===== config.mk =====
export PLATFORM = sky130hd
export DESIGN_NAME = modular_inverse_ext_euclid
export DESIGN_NICKNAME = d
export VERILOG_FILES = /design/src/rtl/mie_pkg.sv /design/src/rtl/mie_ctrl.sv /design/src/rtl/mie_datapath.sv /design/src/rtl/modular_inverse_ext_euclid.sv
export SDC_FILE = /design/constraint.sdc
export NUM_CORES = 1
export LEC_CHECK = 0
export BUFFER_PORTS_ARGS = -buffer_cell sky130_fd_sc_hd__buf_2
export CAP_MARGIN = 0
export CORE_ASPECT_RATIO = 1.75
export CORE_MARGIN = 8
export CORE_UTILIZATION = 45
export DETAILED_ROUTE_END_ITERATION = 8
export PLACE_DENSITY = 0.65
export SYNTH_ARGS = -nofsm -noshare
export SYNTH_HDL_FRONTEND = slang
export SYNTH_SLANG_ARGS = --single-unit
export TNS_END_PERCENT = 1

===== constraint.sdc =====
create_clock -name i_clk -period 9.82 [get_ports i_clk]
set_input_delay 1.473 -clock i_clk [delete_from_list [all_inputs] [get_ports i_clk]]
set_output_delay 1.473 -clock i_clk [all_outputs]
set_load 0.05 [all_outputs]

===== src/rtl/mie_pkg.sv =====
// Shared types for the extended Euclidean modular inverse block.
// Holds the command and status bundles between controller and datapath.
// No dependencies.
`timescale 1ns / 1ps

package mie_pkg;

    // Commands from the controller, at most one high per cycle
    typedef struct packed {
        logic load;    // take a new operand pair, clear the divider
        logic step;    // one restoring-division bit
        logic update;  // close a Euclid step: shift remainders and coefficients
        logic finish;  // drive the result beat
    } t_dp_cmd;

    // Status back to the controller
    typedef struct packed {
        logic rem_zero;  // current remainder is zero: algorithm has converged
    } t_dp_status;

endpackage


===== src/rtl/mie_ctrl.sv =====
// Controller for the modular inverse block: sequences Euclid steps and the
// bit-serial division inside each step. Depends on mie_pkg.
`timescale 1ns / 1ps

module mie_ctrl import mie_pkg::*; #(
    parameter int WIDTH = 32
) (
    input  logic       i_clk,
    input  logic       i_rst_n,
    input  logic       start,
    output logic       busy,
    input  t_dp_status i_status,
    output t_dp_cmd    o_cmd
);

    localparam int CW = (WIDTH > 1) ? $clog2(WIDTH) : 1;

    localparam logic [1:0] S_IDLE   = 2'd0;
    localparam logic [1:0] S_CHECK  = 2'd1;
    localparam logic [1:0] S_DIV    = 2'd2;
    localparam logic [1:0] S_UPDATE = 2'd3;

    logic [1:0]    r_state, n_state;
    logic [CW-1:0] r_cnt,   n_cnt;

    assign busy = (r_state != S_IDLE);

    // Next state and commands
    always_comb begin
        n_state      = r_state;
        n_cnt        = r_cnt;
        o_cmd        = '0;
        unique case (r_state)
            S_IDLE: begin
                if (start) begin
                    o_cmd.load = 1'b1;
                    n_state    = S_CHECK;
                end
            end
            S_CHECK: begin
                if (i_status.rem_zero) begin
                    o_cmd.finish = 1'b1;
                    n_state      = S_IDLE;
                end else begin
                    n_cnt   = CW'(WIDTH - 1);
                    n_state = S_DIV;
                end
            end
            S_DIV: begin
                o_cmd.step = 1'b1;
                if (r_cnt == '0) begin
                    n_state = S_UPDATE;
                end else begin
                    n_cnt = r_cnt - 1'b1;
                end
            end
            S_UPDATE: begin
                o_cmd.update = 1'b1;
                n_state      = S_CHECK;
            end
            default: begin
                n_state = S_IDLE;
            end
        endcase
    end

    // State registers
    always_ff @(posedge i_clk) begin
        if (!i_rst_n) begin
            r_state <= S_IDLE;
            r_cnt   <= '0;
        end else begin
            r_state <= n_state;
            r_cnt   <= n_cnt;
        end
    end

endmodule


===== src/rtl/mie_datapath.sv =====
// Datapath for the modular inverse block: remainder and coefficient registers,
// a restoring divider that also forms quotient times coefficient, result regs.
// Depends on mie_pkg.
`timescale 1ns / 1ps

module mie_datapath import mie_pkg::*; #(
    parameter int WIDTH = 32
) (
    input  logic             i_clk,
    input  logic             i_rst_n,
    input  t_dp_cmd          i_cmd,
    output t_dp_status       o_status,
    input  logic [WIDTH-1:0] i_value,
    input  logic [WIDTH-1:0] i_modulus,
    output logic             o_valid,
    output logic [WIDTH-1:0] o_inverse,
    output logic [WIDTH-1:0] o_common_divisor,
    output logic             o_has_inverse
);

    // Euclid state: remainders unsigned, coefficients two's complement W+1 bits
    logic [WIDTH-1:0] r_rprev, r_rcur;
    logic [WIDTH:0]   r_sprev, r_scur;
    // Divider state: partial remainder, dividend shifter, quotient*s_cur
    logic [WIDTH-1:0] r_rem, r_dq;
    logic [WIDTH:0]   r_prod;
    logic             r_valid;
    logic [WIDTH-1:0] r_inverse, r_gcd;
    logic             r_has_inv;

    logic [WIDTH:0]   rem_sh;
    logic             ge;
    logic [WIDTH:0]   rem_sub;
    logic [WIDTH:0]   prod_n;
    logic [WIDTH-1:0] coef_fix;

    assign o_status.rem_zero = (r_rcur == '0);

    // One restoring-division bit; the product tracks the quotient bits so far
    assign rem_sh  = {r_rem, r_dq[WIDTH-1]};
    assign ge      = (rem_sh >= {1'b0, r_rcur});
    assign rem_sub = rem_sh - {1'b0, r_rcur};
    assign prod_n  = {r_prod[WIDTH-1:0], 1'b0} + (ge ? r_scur : '0);

    // Negative coefficient brought into range by one modulus add
    assign coef_fix = r_sprev[WIDTH] ? (r_sprev[WIDTH-1:0] + i_modulus)
                                     : r_sprev[WIDTH-1:0];

    // Payload registers
    always_ff @(posedge i_clk) begin
        if (i_cmd.load) begin
            r_rprev <= i_value;
            r_rcur  <= i_modulus;
            r_sprev <= {{WIDTH{1'b0}}, 1'b1};
            r_scur  <= '0;
            r_rem   <= '0;
            r_dq    <= i_value;
            r_prod  <= '0;
        end else if (i_cmd.step) begin
            r_rem  <= ge ? rem_sub[WIDTH-1:0] : rem_sh[WIDTH-1:0];
            r_dq   <= {r_dq[WIDTH-2:0], 1'b0};
            r_prod <= prod_n;
        end else if (i_cmd.update) begin
            r_rprev <= r_rcur;
            r_rcur  <= r_rem;
            r_sprev <= r_scur;
            r_scur  <= r_sprev - r_prod;
            r_rem   <= '0;
            r_dq    <= r_rcur;
            r_prod  <= '0;
        end
        if (i_cmd.finish) begin
            r_inverse <= coef_fix;
            r_gcd     <= r_rprev;
            r_has_inv <= (r_rprev == {{(WIDTH-1){1'b0}}, 1'b1});
        end
    end

    // Result strobe
    always_ff @(posedge i_clk) begin
        if (!i_rst_n) begin
            r_valid <= 1'b0;
        end else begin
            r_valid <= i_cmd.finish;
        end
    end

    assign o_valid          = r_valid;
    assign o_inverse        = r_inverse;
    assign o_common_divisor = r_gcd;
    assign o_has_inverse    = r_has_inv;

endmodule


===== src/rtl/modular_inverse_ext_euclid.sv =====
// Top level of the extended Euclidean modular inverse block.
// Instantiates mie_ctrl and mie_datapath; holds the modulus register. Uses mie_pkg.
`timescale 1ns / 1ps

// One operand is accepted when start is high and busy is low; the result beat
// follows on o_valid for exactly one cycle and cannot be held off, so the
// receiver must take it then. Each Euclid step is a check, a run of the
// one-bit-per-cycle restoring divider over all WIDTH quotient bits, and an
// update; the number of steps depends on the operands. The modulus resets to
// 1; the user must write it only while busy is low and no result is
// outstanding, since the block itself does not enforce this.

module modular_inverse_ext_euclid import mie_pkg::*; #(
    parameter int WIDTH = 32
) (
    input  logic             i_clk,
    input  logic             i_rst_n,
    input  logic             start,
    output logic             busy,
    input  logic [WIDTH-1:0] i_value,
    input  logic             i_cfg_we,
    input  logic [WIDTH-1:0] i_cfg_data,
    output logic             o_valid,
    output logic [WIDTH-1:0] o_inverse,
    output logic [WIDTH-1:0] o_common_divisor,
    output logic             o_has_inverse
);

    logic [WIDTH-1:0] r_modulus;
    t_dp_cmd          cmd;
    t_dp_status       status;

    // Modulus register
    always_ff @(posedge i_clk) begin
        if (!i_rst_n) begin
            r_modulus <= {{(WIDTH-1){1'b0}}, 1'b1};
        end else if (i_cfg_we) begin
            r_modulus <= i_cfg_data;
        end
    end

    mie_ctrl #(
        .WIDTH (WIDTH)
    ) u_ctrl (
        .i_clk    (i_clk),
        .i_rst_n  (i_rst_n),
        .start    (start),
        .busy     (busy),
        .i_status (status),
        .o_cmd    (cmd)
    );

    mie_datapath #(
        .WIDTH (WIDTH)
    ) u_dp (
        .i_clk            (i_clk),
        .i_rst_n          (i_rst_n),
        .i_cmd            (cmd),
        .o_status         (status),
        .i_value          (i_value),
        .i_modulus        (r_modulus),
        .o_valid          (o_valid),
        .o_inverse        (o_inverse),
        .o_common_divisor (o_common_divisor),
        .o_has_inverse    (o_has_inverse)
    );

endmodule

==> results_dict.tcl, run 1 <==
set metrics [dict create \
    status "completed" \
    yosysTopAreaCellShare_pct 24.72 \
    synth_top_area_cell "edfxtp_1" \
    cts_tree "done" \
    cts_hold_buf 0 \
    drtPass1Iterations 5 \
    yosys-top-cells-count "nand2_1, dfxtp_1, edfxtp_1" \
    syn-num-nets 2258 \
    synthFlopType "dfxtp_1" \
    ys_seq_area_share_pct 42.22 \
    cts_resized 0 \
    skew_ns 0.02356 \
    final-hold-violation-count 0 \
    die_y_um 291.8 \
    fin_nets 2361 \
    detail_route.wl_per_cell_um 20.85 \
    synth_edf_count 161 \
    setup_viol 0 \
    peakVddDrop_v 0.0001117 \
    grt_pass1_wl_mm 88.70 \
    cts_sinks 332 \
    clk_pin_slew_ns 0.07 \
    arrival_ns 6.51 \
    die_x_um 173.6 \
    async_reset_ff_share_pct 0 \
    yosysMostFrequentCell "nand2_1" \
    fin_crit_ns 6.092 \
    grt.overflow.total 0 \
    floorplan.initialDensity_pct 45.26 \
    io_buffers 134 \
    fill_cells 4111 \
    seqCellArea_um2 8259 \
    cellPowerDensity_nw_per_um2 151.9 \
    max_freq_mhz 164.2 \
    rsz0062_at_grt "no" \
    syn_area_um2 19560 \
    syn_to_final_growth_pct 11.76 \
    io_pins 135 \
    drive_gt1_share_pct 11.82 \
    finalPower_mw 3.321 \
    avgViaCountPerCell 5.680 \
    critPathLaunchType "register" \
    core_area_um2 43220 \
    clockBufferDepth 3 \
    maxSlewViolCount 0 \
    tightest_slew_ns 1.204 \
    drc 0 \
    routed_wl_mm 57.30 \
    avgSynthCellArea_um2 9.532 \
    slew-limit-headroom_pct 19.73 \
    dp_hpwl_mm 43.30 \
    num_vias 15620 \
    antenna_found_initial 0 \
    drtIter0Drc 792 \
    gp_congestion 0.9161 \
    postSynthCellCount 2052 \
    finalSetupTns_ns 0 \
    clockRootBuffer "clkbuf_16" \
    fp-row-count 101 \
    synth.area.top_cells "edfxtp_1, dfxtp_1, ha_1" \
    cp_max_fo 36 \
    grt_pass1_vias 15950 \
    yosys_warnings 0 \
    criticalPathCategory "reg -> reg" \
    synthDistinctLibCells 88 \
    maxCapViolCount 0 \
    hold_path_class "reg -> reg" \
    multiInputGateArea_um2 10600 \
    grt_max_degree 91 \
    ys_seq_elements 332 \
    cts_made_buffers 35 \
    cts_max_level 2 \
    critPathCaptureType "register" \
    post-cts-setup-buffers 0 \
    grt_use_total_pct 22.02 \
    fp.dieArea_um2 50660 \
    detail-route-antenna-nets 0 \
    clk_latency_ns 0.55 \
    finalCritPeriodShare_pct 62.04 \
    p_leak_nw 9.020 \
    required_ns 10.24 \
]
==> critical path, cell delays in order (launching register included) <==
cell	delay, ns
edfxtp_1	0.44
inv_1	0.08
ha_1	0.29
nor2b_1	0.17
o31ai_1	0.11
a21oi_1	0.23
o21ai_1	0.23
o21a_1	0.30
o211a_2	0.33
o21ai_4	0.40
buf_4	0.55
and2_1	0.22
ha_1	0.20
inv_1	0.06
fa_1	0.40
nor2b_1	0.13
o21a_1	0.14
o21ai_1	0.08
a21o_1	0.22
a31oi_1	0.30
a311oi_2	0.26
o21a_1	0.28
o211ai_1	0.16
or3b_1	0.35
==> final timing paths <==
kind              slack [ns]  depth (start not counted)                        end             start
hold / removal          0.45                          0  u_dp.o_common_divisor[28]  u_dp.r_rprev[28]
setup reg to reg        3.73                         23            u_dp.r_prod[31]    u_dp.r_rcur[1]
hold reg to reg         0.45                          0  u_dp.o_common_divisor[28]  u_dp.r_rprev[28]
setup / recovery        3.73                         23            u_dp.r_prod[31]    u_dp.r_rcur[1]
==> metrics by stage <==
stage | hold WS (ns) | utilization, % | instance area (µm²) | setup WS (ns) | std cells
global placement | 0.4269 | 47.96 | 20730 | 3.900 | 2684
CTS | 0.4521 | 50.57 | 21860 | 3.736 | 2748
finish | 0.4503 | 50.58 | 21860 | 3.728 | 2749
global route | 0.4563 | 50.57 | 21860 | 3.434 | 2748
detailed placement | 0.4368 | 47.96 | 20730 | 3.778 | 2684
floorplan | 0.4176 | - | 19560 | 4.221 | 2052
==> cell families (layout without fill, tap and decap cells) <==
group | after synthesis | after routing | synth area share [%]
other | 0 | 1 | 0
XOR/XNOR | 97 | 97 | 4.343
buffers and inverters | 187 | 317 | 3.755
multiplexers | 156 | 156 | 8.117
adder cells (fa/ha/maj) | 138 | 138 | 8.981
flip-flops | 332 | 332 | 42.22
AO/OA/AOI/OAI | 531 | 531 | 17.83
AND/OR/NAND/NOR | 611 | 611 | 14.75
==> cell type report <==
cell class | count | area share, %
diodes | 1 | 0.01145
clock buffers | 46 | 4.384
clock inverters | 18 | 0.7727
inverters | 107 | 1.837
multi-input cells | 1533 | 48.49
flip-flops and latches | 332 | 37.78
well taps | 566 | 3.240
repair buffers | 146 | 3.480
==> layout by cell type, fill, tap and decap left out, types with 13 or more instances in the layout <==
| cell type | instances |
|---|---|
| a211oi_1 | 22 |
| o211ai_1 | 14 |
| o21a_1 | 20 |
| nand2_1 | 227 |
| nor2b_1 | 54 |
| clkbuf_16 | 36 |
| a21o_1 | 62 |
| mux2i_1 | 135 |
| nor3_1 | 27 |
| o21ai_0 | 148 |
| nor4_1 | 16 |
| edfxtp_1 | 161 |
| nand2b_1 | 14 |
| o31ai_1 | 14 |
| mux2_2 | 21 |
| dfxtp_1 | 170 |
| nor2_1 | 133 |
| buf_2 | 134 |
| o21ai_1 | 19 |
| inv_1 | 105 |
| o22ai_1 | 26 |
| and3_1 | 14 |
| nand4_1 | 13 |
| a21oi_1 | 89 |
| and2_1 | 35 |
| o21bai_1 | 18 |
| xnor2_1 | 60 |
| ha_1 | 132 |
| xor2_1 | 37 |
| nand3_1 | 34 |
==> power breakdown <==
group / internal [mW] / switching, mW / total, mW
Sequential: 1.56 / 0.0544 / 1.61
Clock: 0.749 / 0.586 / 1.34
Combinational: 0.120 / 0.254 / 0.374
==> metal layers <==
metal	GRT usage, %	up-vias	part of all wire, %
li1	-	7666	-
met1	22.98	7457	38
met2	42.52	371	53
met3	2.806	121	3.9
met4	10.69	0	4.9
met5	0	-	0
==> sequential cells by signal (all words and copies together), names as in the netlist <==
| name | cells |
|---|---|
| u_dp.r_prod | 33 |
| u_dp.r_scur | 33 |
| u_dp.r_sprev | 33 |
| r_modulus | 32 |
| u_dp.o_common_divisor | 32 |
| u_dp.o_inverse | 32 |
| u_dp.r_dq | 32 |
| u_dp.r_rcur | 32 |
| u_dp.r_rem | 32 |
| u_dp.r_rprev | 32 |
| u_ctrl.r_cnt | 5 |
| u_ctrl.r_state | 2 |
| u_dp.o_has_inverse | 1 |
| u_dp.o_valid | 1 |
Power figures use the tool's default switching activity.
==> inputs of run 2 (changes only) <==
ABC_AREA = 1   (was unset)
clock period = 6.25 ns   (was 9.82 ns; I/O delays follow)
==> results_dict.tcl, run 2 <==
set metrics [dict create \
    status "completed" \
    cellPowerDensity_nw_per_um2 366.2 \
    cp_common_cell "inv_1" \
    maxSlewViolCount 0 \
    io_pins 135 \
    drc 0 \
    postSynthCellCount 2805 \
    grt_pass1_wl_mm 119.2 \
    layout_common_cells "nand2_1, inv_1, o21ai_0" \
    arrival_ns 4.94 \
    cp_top_family "simple AND/OR/NAND/NOR gates" \
    cts_tree "done" \
    dp_hpwl_mm 64.88 \
    async_reset_ff_share_pct 0 \
    maxCapViolCount 0 \
    clk_pin_slew_ns 0.07 \
    cts_hold_buf 0 \
    synth_top_area_cell "edfxtp_1" \
    finalPower_mw 8.391 \
    fin_crit_ns 4.519 \
    fill_cells 4473 \
    drive_gt1_share_pct 7.826 \
    met2_usage_pct 55.55 \
    cts_made_buffers 35 \
    die_x_um 177.7 \
    criticalPathCategory "reg -> reg" \
    floorplan.initialDensity_pct 45.65 \
    syn-num-nets 3011 \
    synthDistinctLibCells 51 \
    cpPeakStageDelay_ns 0.44 \
    yosysMostFrequentCell "nand2_1" \
    fp.dieArea_um2 53130 \
    critical_path.cell_chain "inv_1 -> ha_1 -> nand2_1 -> inv_1 -> nand3_1 -> nor4_2 -> nand2_2 -> nand2_4 -> inv_4 -> nor2_1 -> ha_1 -> inv_1 -> fa_1 -> o21ai_1 -> a21oi_1 -> o21ai_1 -> a21oi_1 -> or2_2 -> nand3_1 -> o21ai_0" \
    routed_wl_mm 81.44 \
    detail_route.wl_per_cell_um 23.16 \
    top_regs "u_dp.r_prod: 33 flops, u_dp.r_scur: 33 flops, u_dp.r_sprev: 33 flops" \
    post-cts-setup-buffers 0 \
    syn_area_um2 20590 \
    clockRootBuffer "clkbuf_16" \
    cpMaxStageDelayCell "ha_1" \
    grt_max_degree 101 \
    worst_hold_slack_ns 0.4450 \
    cts_max_level 2 \
    avgSynthCellArea_um2 7.340 \
    critPathCaptureType "register" \
    critical_path_buf_inv_count 4 \
    core_area_um2 45110 \
    fin_nets 3120 \
    detail-route-antenna-nets 0 \
    fp-row-count 103 \
    grt_use_total_pct 30.12 \
    rsz0062_at_grt "no" \
    gp_congestion 1.026 \
    setup_slack_ns 1.731 \
    skew_ns 0.01925 \
    required_ns 6.67 \
    finalCritPeriodShare_pct 72.30 \
    num_vias 19850 \
    grt_pass1_vias 20020 \
    grt.busiest_layer "met2" \
    finalSetupTns_ns 0 \
    drtIter0Drc 1393 \
    max_freq_mhz 221.3 \
    ys_seq_elements 332 \
    tightest_slew_ns 1.349 \
    cts_resized 0 \
    layout_commonest_cell "nand2_1" \
    die_y_um 299.0 \
    p_leak_nw 10.58 \
    critPathLaunchType "register" \
    slew-limit-headroom_pct 9.104 \
    drtPass1Iterations 6 \
    yosysTopAreaCellShare_pct 23.48 \
    synth_edf_count 161 \
    final-hold-violation-count 0 \
    cp_max_fo 46 \
    io_buffers 134 \
    pre_cts_ws_ns 1.785 \
    yosys-top-cells-count "nand2_1, inv_1, o21ai_0" \
    clockBufferDepth 3 \
    avgViaCountPerCell 5.644 \
    synth.area.top_cells "edfxtp_1, dfxtp_1, nand2_1" \
    antenna_found_initial 1 \
    yosys_warnings 0 \
    clk_latency_ns 0.56 \
    grt.overflow.total 0 \
    synthFlopType "dfxtp_1" \
    use_met1_pct 26.59 \
    cts_sinks 332 \
    ys_seq_area_share_pct 40.11 \
    antenna_cells 0 \
    setup_viol 0 \
    grt_use_met3_pct 3.940 \
    hold_path_class "reg -> reg" \
    syn_to_final_growth_pct 11.29 \
    peakVddDrop_v 0.0002641 \
]
## run 2: path summary, 6_finish.rpt
path | end | cells after the start | from | slack, ns
setup / recovery | u_dp.r_prod[23] | 20 | u_dp.r_rcur[29] | 1.73
hold / removal | u_dp.o_common_divisor[21] | 0 | u_dp.r_rprev[21] | 0.45
setup reg to reg | u_dp.r_prod[23] | 20 | u_dp.r_rcur[29] | 1.73
hold reg to reg | u_dp.o_common_divisor[21] | 0 | u_dp.r_rprev[21] | 0.45
## run 2: cell type report
| type | instances | area [µm²] | share of cell area (%) |
|---|---|---|---|
| repair buffers | 149 | 783.3 | 3.418 |
| well taps | 577 | 721.9 | 3.151 |
| multi-input cells | 1982 | 10460 | 45.64 |
| inverters | 414 | 1556 | 6.793 |
| clock buffers | 43 | 935.9 | 4.084 |
| flip-flops and latches | 332 | 8258 | 36.04 |
| clock inverters | 19 | 201.4 | 0.8791 |
## run 2: metal layers
layer	vias to the layer above	share of wire [%]
li1	9558	-
met5	-	0
met3	299	4.9
met1	9275	31
met2	713	52
met4	0	12
## run 2: cells by family after synthesis
family	synth area share [%]
AND/OR/NAND/NOR	21.86
buffers and inverters	9.176
adder cells (fa/ha/maj)	8.532
flip-flops	40.11
AO/OA/AOI/OAI	18.29
XOR/XNOR	2.042
## run 2: power breakdown
group / total [mW] / internal [mW] / switching, mW
logic: 3.11 / 0.826 / 2.28
registers: 3.15 / 2.89 / 0.261
clock network: 2.13 / 1.17 / 0.966
total: 8.39 / 4.88 / 3.51
## run 2: worst reg2reg max path, stage by stage, from the launching register on
cell and delay, ns:
edfxtp_1 0.34, inv_1 0.16, ha_1 0.44, nand2_1 0.12, inv_1 0.10, nand3_1 0.10
nor4_2 0.29, nand2_2 0.11, nand2_4 0.09, inv_4 0.20, nor2_1 0.21, ha_1 0.22
inv_1 0.07, fa_1 0.41, o21ai_1 0.35, a21oi_1 0.17, o21ai_1 0.37, a21oi_1 0.14
or2_2 0.30, nand3_1 0.09, o21ai_0 0.10
## run 2: through the flow
stage	util, %	instance area (µm²)	instances
2_1_floorplan	-	20590	2805
3_3_place_gp	48.28	21780	3454
3_5_place_dp	48.28	21780	3454
4_1_cts	50.80	22910	3516
5_1_grt	50.80	22910	3516
6_report	50.80	22910	3516
